## config.mk

```make
export PLATFORM = sky130hd
export DESIGN_NAME = servo_status_packet_deframer_unit
export DESIGN_NICKNAME = d
export VERILOG_FILES = /design/src/rtl/core/ssd_pkg.sv /design/src/rtl/core/servo_status_packet_deframer_unit.sv /design/src/rtl/core/ssd_input_stage.sv /design/src/rtl/core/ssd_frame_fsm.sv /design/src/rtl/core/ssd_result_stage.sv
export SDC_FILE = /design/constraint.sdc
export NUM_CORES = 1
export LEC_CHECK = 0
export ABC_AREA = 1
export BUFFER_PORTS_ARGS = -buffer_cell sky130_fd_sc_hd__buf_2
export CORE_MARGIN = 2
export CORE_UTILIZATION = 58
export CTS_CLUSTER_SIZE = 10
export DETAILED_ROUTE_END_ITERATION = 8
export GPL_TIMING_DRIVEN = 0
export PLACE_DENSITY = 0.78
export SYNTH_ARGS = -nofsm -noshare
export SYNTH_HDL_FRONTEND = slang
export SYNTH_HIERARCHICAL = 1
export SYNTH_SLANG_ARGS = --single-unit
```

## constraint.sdc

```tcl
create_clock -name clock -period 7.5 [get_ports clock]
set_input_delay 1.5 -clock clock [delete_from_list [all_inputs] [get_ports clock]]
set_output_delay 1.5 -clock clock [all_outputs]
set_load 0.05 [all_outputs]
```

## src/rtl/core/ssd_pkg.sv

```systemverilog
`timescale 1ns / 1ps
// ssd_pkg: types, constants and the crc byte step shared by the status packet deframer
// no dependencies

package ssd_pkg;

   localparam int unsigned MAX_FRAME_BYTES_DEF = 128;

   localparam logic [7:0]  HDR_FF       = 8'hFF;
   localparam logic [7:0]  HDR_FD       = 8'hFD;
   localparam logic [7:0]  STUFF_BYTE   = 8'hFD;
   localparam logic [7:0]  STATUS_INSTR = 8'h55;
   localparam logic [23:0] STUFF_RUN    = 24'hFFFFFD;
   localparam logic [15:0] CRC_POLY     = 16'h8005;
   localparam logic [15:0] MIN_LEN      = 16'd4;
   localparam logic [1:0]  WIN_FULL     = 2'd3;

   typedef enum logic [3:0] {
      PH_HUNT0 = 4'd0,
      PH_HUNT1 = 4'd1,
      PH_HUNT2 = 4'd2,
      PH_RSV   = 4'd3,
      PH_ID    = 4'd4,
      PH_LENL  = 4'd5,
      PH_LENH  = 4'd6,
      PH_INSTR = 4'd7,
      PH_ERR   = 4'd8,
      PH_PARAM = 4'd9,
      PH_STUFF = 4'd10,
      PH_CRCL  = 4'd11,
      PH_CRCH  = 4'd12
   } phase_type;

   typedef enum logic [2:0] {
      KIND_PARAM  = 3'd0,
      KIND_GOOD   = 3'd1,
      KIND_BADCRC = 3'd2,
      KIND_STUFF  = 3'd3,
      KIND_FRAME  = 3'd4
   } kind_type;

   typedef struct packed {
      logic       valid;
      kind_type   kind;
      logic [7:0] data;
      logic [7:0] id;
      logic [7:0] err;
      logic [7:0] count;
   } result_type;

   // crc-16, msb first, one byte per call
   function automatic logic [15:0] crc_step(input logic [15:0] crc, input logic [7:0] b);
      logic [15:0] c;
      c = crc ^ {b, 8'h00};
      for (int k = 0; k < 8; k++) begin
         c = c[15] ? ({c[14:0], 1'b0} ^ CRC_POLY) : {c[14:0], 1'b0};
      end
      return c;
   endfunction

   localparam logic [15:0] CRC_HEADER =
      crc_step(crc_step(crc_step(16'h0000, HDR_FF), HDR_FF), HDR_FD);

endpackage

```

## src/rtl/core/servo_status_packet_deframer_unit.sv

```systemverilog
`timescale 1ns / 1ps
// servo_status_packet_deframer_unit: top level of the servo status packet deframer
// depends on ssd_pkg, ssd_input_stage, ssd_frame_fsm, ssd_result_stage

// Takes one received serial byte per request and reports parameter bytes and packet
// outcomes (good, crc mismatch, stuffing error, frame error) on the response channel.
// A byte can be accepted every clock cycle while the response is not stalled. An
// accepted byte lands in an input register and is parsed once the output register can
// take a result; any result is then captured in the output register. The rate is set
// by the combinational parse between those two registers, whose longest path is the
// eight-step crc-16 byte update. A stalled response holds the parser, and the input
// register then stalls further requests. MAX_FRAME_BYTES bounds 7 plus the length
// field; longer frames are reported as frame errors.

module servo_status_packet_deframer_unit #(
   parameter int unsigned MAX_FRAME_BYTES = ssd_pkg::MAX_FRAME_BYTES_DEF
) (
   input  logic       clock,
   input  logic       reset,
   input  logic       req_valid,
   output logic       req_stall,
   input  logic [7:0] req_rx_byte,
   output logic       rsp_valid,
   input  logic       rsp_stall,
   output logic [2:0] rsp_result_kind,
   output logic [7:0] rsp_data_byte,
   output logic [7:0] rsp_device_id,
   output logic [7:0] rsp_status_error,
   output logic [7:0] rsp_param_count
);

   import ssd_pkg::*;

   logic       hold_valid;
   logic [7:0] hold_byte;
   logic       out_ready;
   logic       step;
   result_type res;

   assign step = hold_valid && out_ready;

   ssd_input_stage u_input (
      .clock       (clock),
      .reset       (reset),
      .req_valid   (req_valid),
      .req_stall   (req_stall),
      .req_rx_byte (req_rx_byte),
      .take        (step),
      .hold_valid  (hold_valid),
      .hold_byte   (hold_byte)
   );

   ssd_frame_fsm #(
      .MAX_FRAME_BYTES (MAX_FRAME_BYTES)
   ) u_fsm (
      .clock   (clock),
      .reset   (reset),
      .step    (step),
      .rx_byte (hold_byte),
      .res     (res)
   );

   ssd_result_stage u_result (
      .clock            (clock),
      .reset            (reset),
      .load             (step),
      .res              (res),
      .ready            (out_ready),
      .rsp_valid        (rsp_valid),
      .rsp_stall        (rsp_stall),
      .rsp_result_kind  (rsp_result_kind),
      .rsp_data_byte    (rsp_data_byte),
      .rsp_device_id    (rsp_device_id),
      .rsp_status_error (rsp_status_error),
      .rsp_param_count  (rsp_param_count)
   );

endmodule

```

## src/rtl/core/ssd_input_stage.sv

```systemverilog
`timescale 1ns / 1ps
// ssd_input_stage: input register holding one received byte for the frame logic
// no dependencies

module ssd_input_stage (
   input  logic       clock,
   input  logic       reset,
   input  logic       req_valid,
   output logic       req_stall,
   input  logic [7:0] req_rx_byte,
   input  logic       take,
   output logic       hold_valid,
   output logic [7:0] hold_byte
);

   logic       valid_ff;
   logic       valid_in;
   logic [7:0] byte_ff;
   logic       accept;

   assign req_stall  = valid_ff && !take;
   assign accept     = req_valid && !req_stall;
   assign valid_in   = accept || (valid_ff && !take);
   assign hold_valid = valid_ff;
   assign hold_byte  = byte_ff;

   always_ff @(posedge clock) begin
      if (reset) begin
         valid_ff <= 1'b0;
      end else begin
         valid_ff <= valid_in;
      end
   end

   always_ff @(posedge clock) begin
      if (accept) begin
         byte_ff <= req_rx_byte;
      end
   end

   a_stall_only_when_full: assert property (@(posedge clock) disable iff (reset)
      req_stall |-> valid_ff)
      else $error("request stalled with an empty input register");

endmodule

```

## src/rtl/core/ssd_frame_fsm.sv

```systemverilog
`timescale 1ns / 1ps
// ssd_frame_fsm: packet phase tracking, crc, unstuffing and result forming
// depends on ssd_pkg (phase_type, kind_type, result_type, crc_step)

module ssd_frame_fsm #(
   parameter int unsigned MAX_FRAME_BYTES = ssd_pkg::MAX_FRAME_BYTES_DEF
) (
   input  logic                clock,
   input  logic                reset,
   input  logic                step,
   input  logic [7:0]          rx_byte,
   output ssd_pkg::result_type res
);

   import ssd_pkg::*;

   localparam int unsigned LEFT_W  = $clog2(MAX_FRAME_BYTES - 6);
   localparam logic [16:0] MAX_LEN = 17'(MAX_FRAME_BYTES - 7);

   phase_type         phase_ff, phase_in;
   logic [LEFT_W-1:0] left_ff, left_in;
   logic [15:0]       crc_ff, crc_in;
   logic [23:0]       win_ff, win_in;
   logic [1:0]        fill_ff, fill_in;
   logic [7:0]        id_ff, id_in;
   logic [7:0]        err_ff, err_in;
   logic [7:0]        count_ff, count_in;
   logic [7:0]        crc_lo_ff, crc_lo_in;
   logic [7:0]        len_lo_ff, len_lo_in;

   logic [15:0]       crc_next;
   logic [15:0]       len_full;
   logic              len_bad;
   logic [LEFT_W-1:0] left_dec;
   logic              last_body;
   logic [23:0]       win_push;
   logic [1:0]        fill_push;
   logic              hit;
   logic              stuff_bad;
   logic [7:0]        count_inc;

   assign crc_next  = crc_step(crc_ff, rx_byte);
   assign len_full  = {rx_byte, len_lo_ff};
   assign len_bad   = (len_full < MIN_LEN) || ({1'b0, len_full} > MAX_LEN);
   assign left_dec  = left_ff - LEFT_W'(1);
   // only the two crc bytes remain after this one
   assign last_body = (left_dec == LEFT_W'(2));
   assign win_push  = {win_ff[15:0], rx_byte};
   assign fill_push = (fill_ff == WIN_FULL) ? WIN_FULL : fill_ff + 2'd1;
   assign hit       = (fill_push == WIN_FULL) && (win_push == STUFF_RUN);
   assign stuff_bad = (left_ff <= LEFT_W'(2)) || (rx_byte != STUFF_BYTE);
   assign count_inc = (count_ff == 8'hFF) ? count_ff : count_ff + 8'd1;

   // next phase
   always_comb begin
      phase_in = phase_ff;
      unique case (phase_ff)
         PH_HUNT0: phase_in = (rx_byte == HDR_FF) ? PH_HUNT1 : PH_HUNT0;
         PH_HUNT1: phase_in = (rx_byte == HDR_FF) ? PH_HUNT2 : PH_HUNT0;
         PH_HUNT2: begin
            if (rx_byte == HDR_FD) begin
               phase_in = PH_RSV;
            end else if (rx_byte != HDR_FF) begin
               phase_in = PH_HUNT0;
            end
         end
         PH_RSV:   phase_in = (rx_byte == STUFF_BYTE) ? PH_HUNT0 : PH_ID;
         PH_ID:    phase_in = (rx_byte == HDR_FF || rx_byte == HDR_FD) ? PH_HUNT0 : PH_LENL;
         PH_LENL:  phase_in = PH_LENH;
         PH_LENH:  phase_in = len_bad ? PH_HUNT0 : PH_INSTR;
         PH_INSTR: phase_in = (rx_byte != STATUS_INSTR) ? PH_HUNT0 : PH_ERR;
         PH_ERR:   phase_in = last_body ? PH_CRCL : PH_PARAM;
         PH_PARAM: begin
            if (hit) begin
               phase_in = PH_STUFF;
            end else begin
               phase_in = last_body ? PH_CRCL : PH_PARAM;
            end
         end
         PH_STUFF: begin
            if (stuff_bad) begin
               phase_in = PH_HUNT0;
            end else begin
               phase_in = last_body ? PH_CRCL : PH_PARAM;
            end
         end
         PH_CRCL:  phase_in = PH_CRCH;
         PH_CRCH:  phase_in = PH_HUNT0;
         default:  phase_in = PH_HUNT0;
      endcase
   end

   // datapath updates and result
   always_comb begin
      crc_in    = crc_ff;
      left_in   = left_ff;
      win_in    = win_ff;
      fill_in   = fill_ff;
      id_in     = id_ff;
      err_in    = err_ff;
      count_in  = count_ff;
      crc_lo_in = crc_lo_ff;
      len_lo_in = len_lo_ff;
      res.valid = 1'b0;
      res.kind  = KIND_PARAM;
      res.data  = 8'h00;
      res.id    = id_ff;
      res.err   = err_ff;
      res.count = count_ff;
      unique case (phase_ff)
         PH_HUNT2: begin
            if (rx_byte == HDR_FD) begin
               crc_in   = CRC_HEADER;
               id_in    = 8'h00;
               err_in   = 8'h00;
               count_in = 8'h00;
               win_in   = 24'h000000;
               fill_in  = 2'd0;
            end
         end
         PH_RSV: begin
            if (rx_byte == STUFF_BYTE) begin
               res.valid = 1'b1;
               res.kind  = KIND_FRAME;
            end else begin
               crc_in = crc_next;
            end
         end
         PH_ID: begin
            if (rx_byte == HDR_FF || rx_byte == HDR_FD) begin
               res.valid = 1'b1;
               res.kind  = KIND_FRAME;
            end else begin
               crc_in = crc_next;
               id_in  = rx_byte;
            end
         end
         PH_LENL: begin
            crc_in    = crc_next;
            len_lo_in = rx_byte;
         end
         PH_LENH: begin
            if (len_bad) begin
               res.valid = 1'b1;
               res.kind  = KIND_FRAME;
            end else begin
               crc_in  = crc_next;
               left_in = len_full[LEFT_W-1:0];
            end
         end
         PH_INSTR: begin
            if (rx_byte != STATUS_INSTR) begin
               res.valid = 1'b1;
               res.kind  = KIND_FRAME;
            end else begin
               crc_in  = crc_next;
               win_in  = win_push;
               fill_in = fill_push;
               left_in = left_dec;
            end
         end
         PH_ERR: begin
            crc_in  = crc_next;
            win_in  = win_push;
            fill_in = fill_push;
            err_in  = rx_byte;
            left_in = left_dec;
         end
         PH_PARAM: begin
            crc_in    = crc_next;
            win_in    = win_push;
            fill_in   = fill_push;
            left_in   = left_dec;
            count_in  = count_inc;
            res.valid = 1'b1;
            res.kind  = KIND_PARAM;
            res.data  = rx_byte;
            res.count = count_inc;
         end
         PH_STUFF: begin
            if (stuff_bad) begin
               res.valid = 1'b1;
               res.kind  = KIND_STUFF;
            end else begin
               crc_in  = crc_next;
               left_in = left_dec;
               win_in  = 24'h000000;
               fill_in = 2'd0;
            end
         end
         PH_CRCL: begin
            crc_lo_in = rx_byte;
         end
         PH_CRCH: begin
            res.valid = 1'b1;
            res.kind  = ({rx_byte, crc_lo_ff} == crc_ff) ? KIND_GOOD : KIND_BADCRC;
         end
         default: begin
         end
      endcase
   end

   always_ff @(posedge clock) begin
      if (reset) begin
         phase_ff <= PH_HUNT0;
      end else if (step) begin
         phase_ff <= phase_in;
      end
   end

   always_ff @(posedge clock) begin
      if (step) begin
         crc_ff    <= crc_in;
         left_ff   <= left_in;
         win_ff    <= win_in;
         fill_ff   <= fill_in;
         id_ff     <= id_in;
         err_ff    <= err_in;
         count_ff  <= count_in;
         crc_lo_ff <= crc_lo_in;
         len_lo_ff <= len_lo_in;
      end
   end

   a_close_resyncs: assert property (@(posedge clock) disable iff (reset)
      step && res.valid && res.kind != KIND_PARAM |=> phase_ff == PH_HUNT0)
      else $error("closing or error result without return to hunting");

   a_param_has_room: assert property (@(posedge clock) disable iff (reset)
      phase_ff == PH_PARAM |-> left_ff > LEFT_W'(2))
      else $error("parameter phase with no room left before the crc");

   a_hunt_silent: assert property (@(posedge clock) disable iff (reset)
      (phase_ff == PH_HUNT0 || phase_ff == PH_HUNT1 || phase_ff == PH_HUNT2) |-> !res.valid)
      else $error("result produced while hunting for a header");

endmodule

```

## src/rtl/core/ssd_result_stage.sv

```systemverilog
`timescale 1ns / 1ps
// ssd_result_stage: output register for one result, with its valid/stall handshake
// depends on ssd_pkg (result_type, kind_type)

module ssd_result_stage (
   input  logic                clock,
   input  logic                reset,
   input  logic                load,
   input  ssd_pkg::result_type res,
   output logic                ready,
   output logic                rsp_valid,
   input  logic                rsp_stall,
   output logic [2:0]          rsp_result_kind,
   output logic [7:0]          rsp_data_byte,
   output logic [7:0]          rsp_device_id,
   output logic [7:0]          rsp_status_error,
   output logic [7:0]          rsp_param_count
);

   import ssd_pkg::*;

   logic       valid_ff;
   logic       valid_in;
   logic       take;
   result_type res_ff;

   // free once the held result leaves or when nothing is held
   assign ready    = !valid_ff || !rsp_stall;
   assign take     = load && res.valid;
   assign valid_in = take || (valid_ff && rsp_stall);

   always_ff @(posedge clock) begin
      if (reset) begin
         valid_ff <= 1'b0;
      end else begin
         valid_ff <= valid_in;
      end
   end

   always_ff @(posedge clock) begin
      if (take) begin
         res_ff <= res;
      end
   end

   assign rsp_valid        = valid_ff;
   assign rsp_result_kind  = res_ff.kind;
   assign rsp_data_byte    = res_ff.data;
   assign rsp_device_id    = res_ff.id;
   assign rsp_status_error = res_ff.err;
   assign rsp_param_count  = res_ff.count;

endmodule
```

==> flow_summary.yaml <==
outcome:
  outcome: "finished, final reports clean"
clock_tree:
  cts_tree: "yes"
  cts_max_path_buffers: 2
  cts_made_buffers: 17
  path_clk_slew_ns: 0.06
  clkSinkCount: 130
  cts-htree-levels: 4
  worst_skew_pair.late_latency_ns: 0.53
  post-cts-setup-buffer-count: 0
  clockRootBuffer: "clkbuf_8"
  postCtsHoldBufs: 0
  post_cts_resize_count: 0
worst_setup_path:
  timing.reg2reg.worst_path_depth: 10
  worst_setup_path_end_kind: "primary output"
  cp_max_fo: 5
  crit_type: "input port to primary output"
  highest_cell_delay_on_the_worst_timing_path_ns: 0.20
  worst_setup_path_start_kind: "input port"
  cp_num_buf_inv: 5
  cp_cell_sequence: "buf_2, nand2_2, nand2_1, inv_1, inv_1, nand2_2, inv_2, buf_2"
  worst_ep_required_time_ns: 6.00
  standard_cell_with_the_maximum_stage_delay_on_the_critical_path: "buf_2"
  worst_path_dominant_cell_family: "buffers and inverters"
  timing.critical_path.depth: 8
  critPathArrivalTime_ns: 2.26
  rrSetupSlack_ns: 4.34
finish:
  drive_gt1_share_pct: 18.18
  layout.nets: 634
  flow.area_growth_from_synthesis_pct: 17.93
  antenna_cells: 0
  fillCellCount: 726
  post-route-cell-area_sq_um: 6955
logic_synthesis:
  synth-seq-cells: 130
  synth-seq-area-share_pct: 65.17
  post_synth_and_or_nand_nor_area_fraction_pct: 19.79
  synth_cells: 545
  post_synth_mux_area_share_pct: 0
  synth_fp_nets: 565
  yosys_most_used_dff: "edfxtp_1"
  synth-xor-area-share_pct: 3.415
  synthesis.area_per_instance_sq_um: 10.82
  synthDistinctLibCells: 37
  dominant_combinational_cell_family_by_area_after_synthesis: "simple AND/OR/NAND/NOR gates"
  complex_gate_fraction_of_the_synthesized_area_pct: 4.412
  synth_top_cell_area_share_pct: 63.13
  synth-edff-count: 124
  synthMostInstantiatedCell: "edfxtp_1"
  synth_top_cell_by_area: "edfxtp_1"
  mappedNetlistArea_sq_um: 5898
  synth_top_cells_by_area: "edfxtp_1 63%, nor2_1 6.1%, nand2_1 5.7%"
  synthesis.yosys.warnings: 6
  synth_async_sr_flop_share_pct: 0
  synth_fa_ha_area_share_pct: 1.697
  synth_commonest_cells: "124 x edfxtp_1, 96 x nor2_1, 90 x nand2_1"
placement:
  place_area_sq_um: 6317
  globalplace.congestion: 0.9362
  hpwl_um: 8107
  io_buffers: 48
power_and_ir_drop:
  power.density_cell_area_nw_per_um2: 245.1
  vdd_drop_max_mv: 0.1518
  power_leakage_nw: 2.831
global_routing:
  vias_in_the_first_global_route: 3980
  grt_max_degree: 36
  grt_overflow_total: 0
  grt_use_total_pct: 22.37
  grt_first_pass_wirelength_um: 18750
  antenna_violations_before_repair: 0
die:
  top_level_ports: 49
  fp.dieH_um: 104.8
  floorplan.initialDensity_pct: 60.07
  rows: 36
  core_region_area_sq_um: 9819
  dieArea_sq_um: 10990
  dieWidth_um: 104.8
timing:
  maxSlewViolCount: 0
  timing.slew.headroom_pct: 14.78
  grt_setup_unrepaired: "no"
  min_period_ns: 3.756
  totalNegativeSetupSlack_ns: 0
  holdWs_ns: 0.4179
  setup_viol: 0
  fin_skew_ns: 0.007396
  timing_worst_slew_pin_value_ns: 1.277
  hold_viol: 0
  final_period_util_pct: 50.09
  max_freq_mhz: 266.2
drt:
  vias_per_cell: 5.403
  detailed_routing_iterations_pass_1: 6
  initialDrtViolationCount: 257
  num_vias: 4106
  wl_per_cell_um: 15.21
  postRouteAntennaNets: 0
  drt_drc_violations_left: 0
  route.final.wire_length_um: 11560
hold_path:
  hold-path-cell-count: 0
  worstHoldPathType: "flop to flop"
flow_run:
  maxCapViolCount: 0
-- final cells by class --
cell class / instances / area (sq um) / area share (%)
sequential: 130 / 3844 / 55.26
clock inverter: 14 / 209.0 / 3.004
clock buffer: 18 / 417.9 / 6.008
inverter: 79 / 296.5 / 4.263
tap: 133 / 166.4 / 2.393
multi-input combinational: 331 / 1734 / 24.93
buffer: 5 / 28.78 / 0.4137
timing repair buffer: 50 / 259.0 / 3.724
-- worst paths after layout --
check                                                    start                                   to
worst max-delay path                                 rsp_stall                            req_stall
worst min-delay path              u_fsm/id_ff[1]$_SDFFCE_PN0P_  u_result/rsp_device_id[1]$_DFFE_PP_
worst max register to register  u_input/hold_byte[0]$_DFFE_PP_  u_result/rsp_device_id[7]$_DFFE_PP_
worst min register to register    u_fsm/id_ff[1]$_SDFFCE_PN0P_  u_result/rsp_device_id[1]$_DFFE_PP_
-- through the flow --
stage	power, mW	instances	util, %	setup slack (ns)
6_report	1.705	760	70.83	3.744
5_1_grt	1.754	760	70.83	3.683
3_5_place_dp	0.8490	727	64.33	3.756
4_1_cts	1.718	759	70.72	3.753
3_3_place_gp	0.8476	726	64.21	2.936
2_1_floorplan	0.8344	545	-	3.700
-- cells in the final DEF (no fill, tap or decap), types with 2 or more instances in the layout --
cell,count
a21oi_1,14
a31oi_1,3
buf_2,49
buf_6,2
bufinv_16,5
clkbuf_1,3
clkbuf_16,16
clkinv_1,3
clkinv_4,2
dfxtp_1,6
edfxtp_1,124
ha_1,8
inv_1,70
inv_2,9
inv_6,2
nand2_1,90
nand2_2,3
nand3_1,22
nand3b_1,2
nand4_1,9
nor2_1,96
nor2_2,3
nor2_4,5
nor3_1,10
nor3_2,2
o21ai_0,19
o21bai_1,2
o22ai_1,4
or2_1,3
or2_2,4
xnor2_1,11
xor2_1,12
-- metal layers --
layer	vias up	GRT usage, %	part of all wire [%]	wire length, um
met5	-	0	0	0
met4	0	11.14	2.7	314
met3	28	5.365	6.6	761
met2	182	36.97	49	5720
met1	1931	27.58	41	4764
li1	1965	-	-	-
-- flip-flops by register name, summed over array words and instances (netlist names), 8 cells and up --
signal                     cells
u_fsm/err_ff                   8
u_input/hold_byte              8
u_result/rsp_data_byte         8
u_fsm/count_ff                 8
u_result/rsp_param_count       8
u_fsm/crc_ff                  16
u_fsm/win_ff                  16
u_fsm/len_lo_ff                8
u_fsm/id_ff                    8
u_result/rsp_status_error      8
u_result/rsp_device_id         8
u_fsm/crc_lo_ff                8
-- power breakdown --
group,switching (mW),leakage (nW),internal (mW)
Combinational,0.0271,1.27,0.0126
Clock,0.298,0.302,0.572
Sequential,0.00584,1.26,0.789
-- kinds of logic (layout without fill, tap and decap cells) --
group / Yosys count / after routing
and+or+nand+nor: 254 / 254
DFF: 130 / 130
buffers and inverters: 84 / 166
AOI/OAI and AO/OA: 46 / 46
xor gates and xnor gates: 23 / 23
adders and majority gates: 8 / 8
Note: power is estimated with default switching activity, not from simulation.
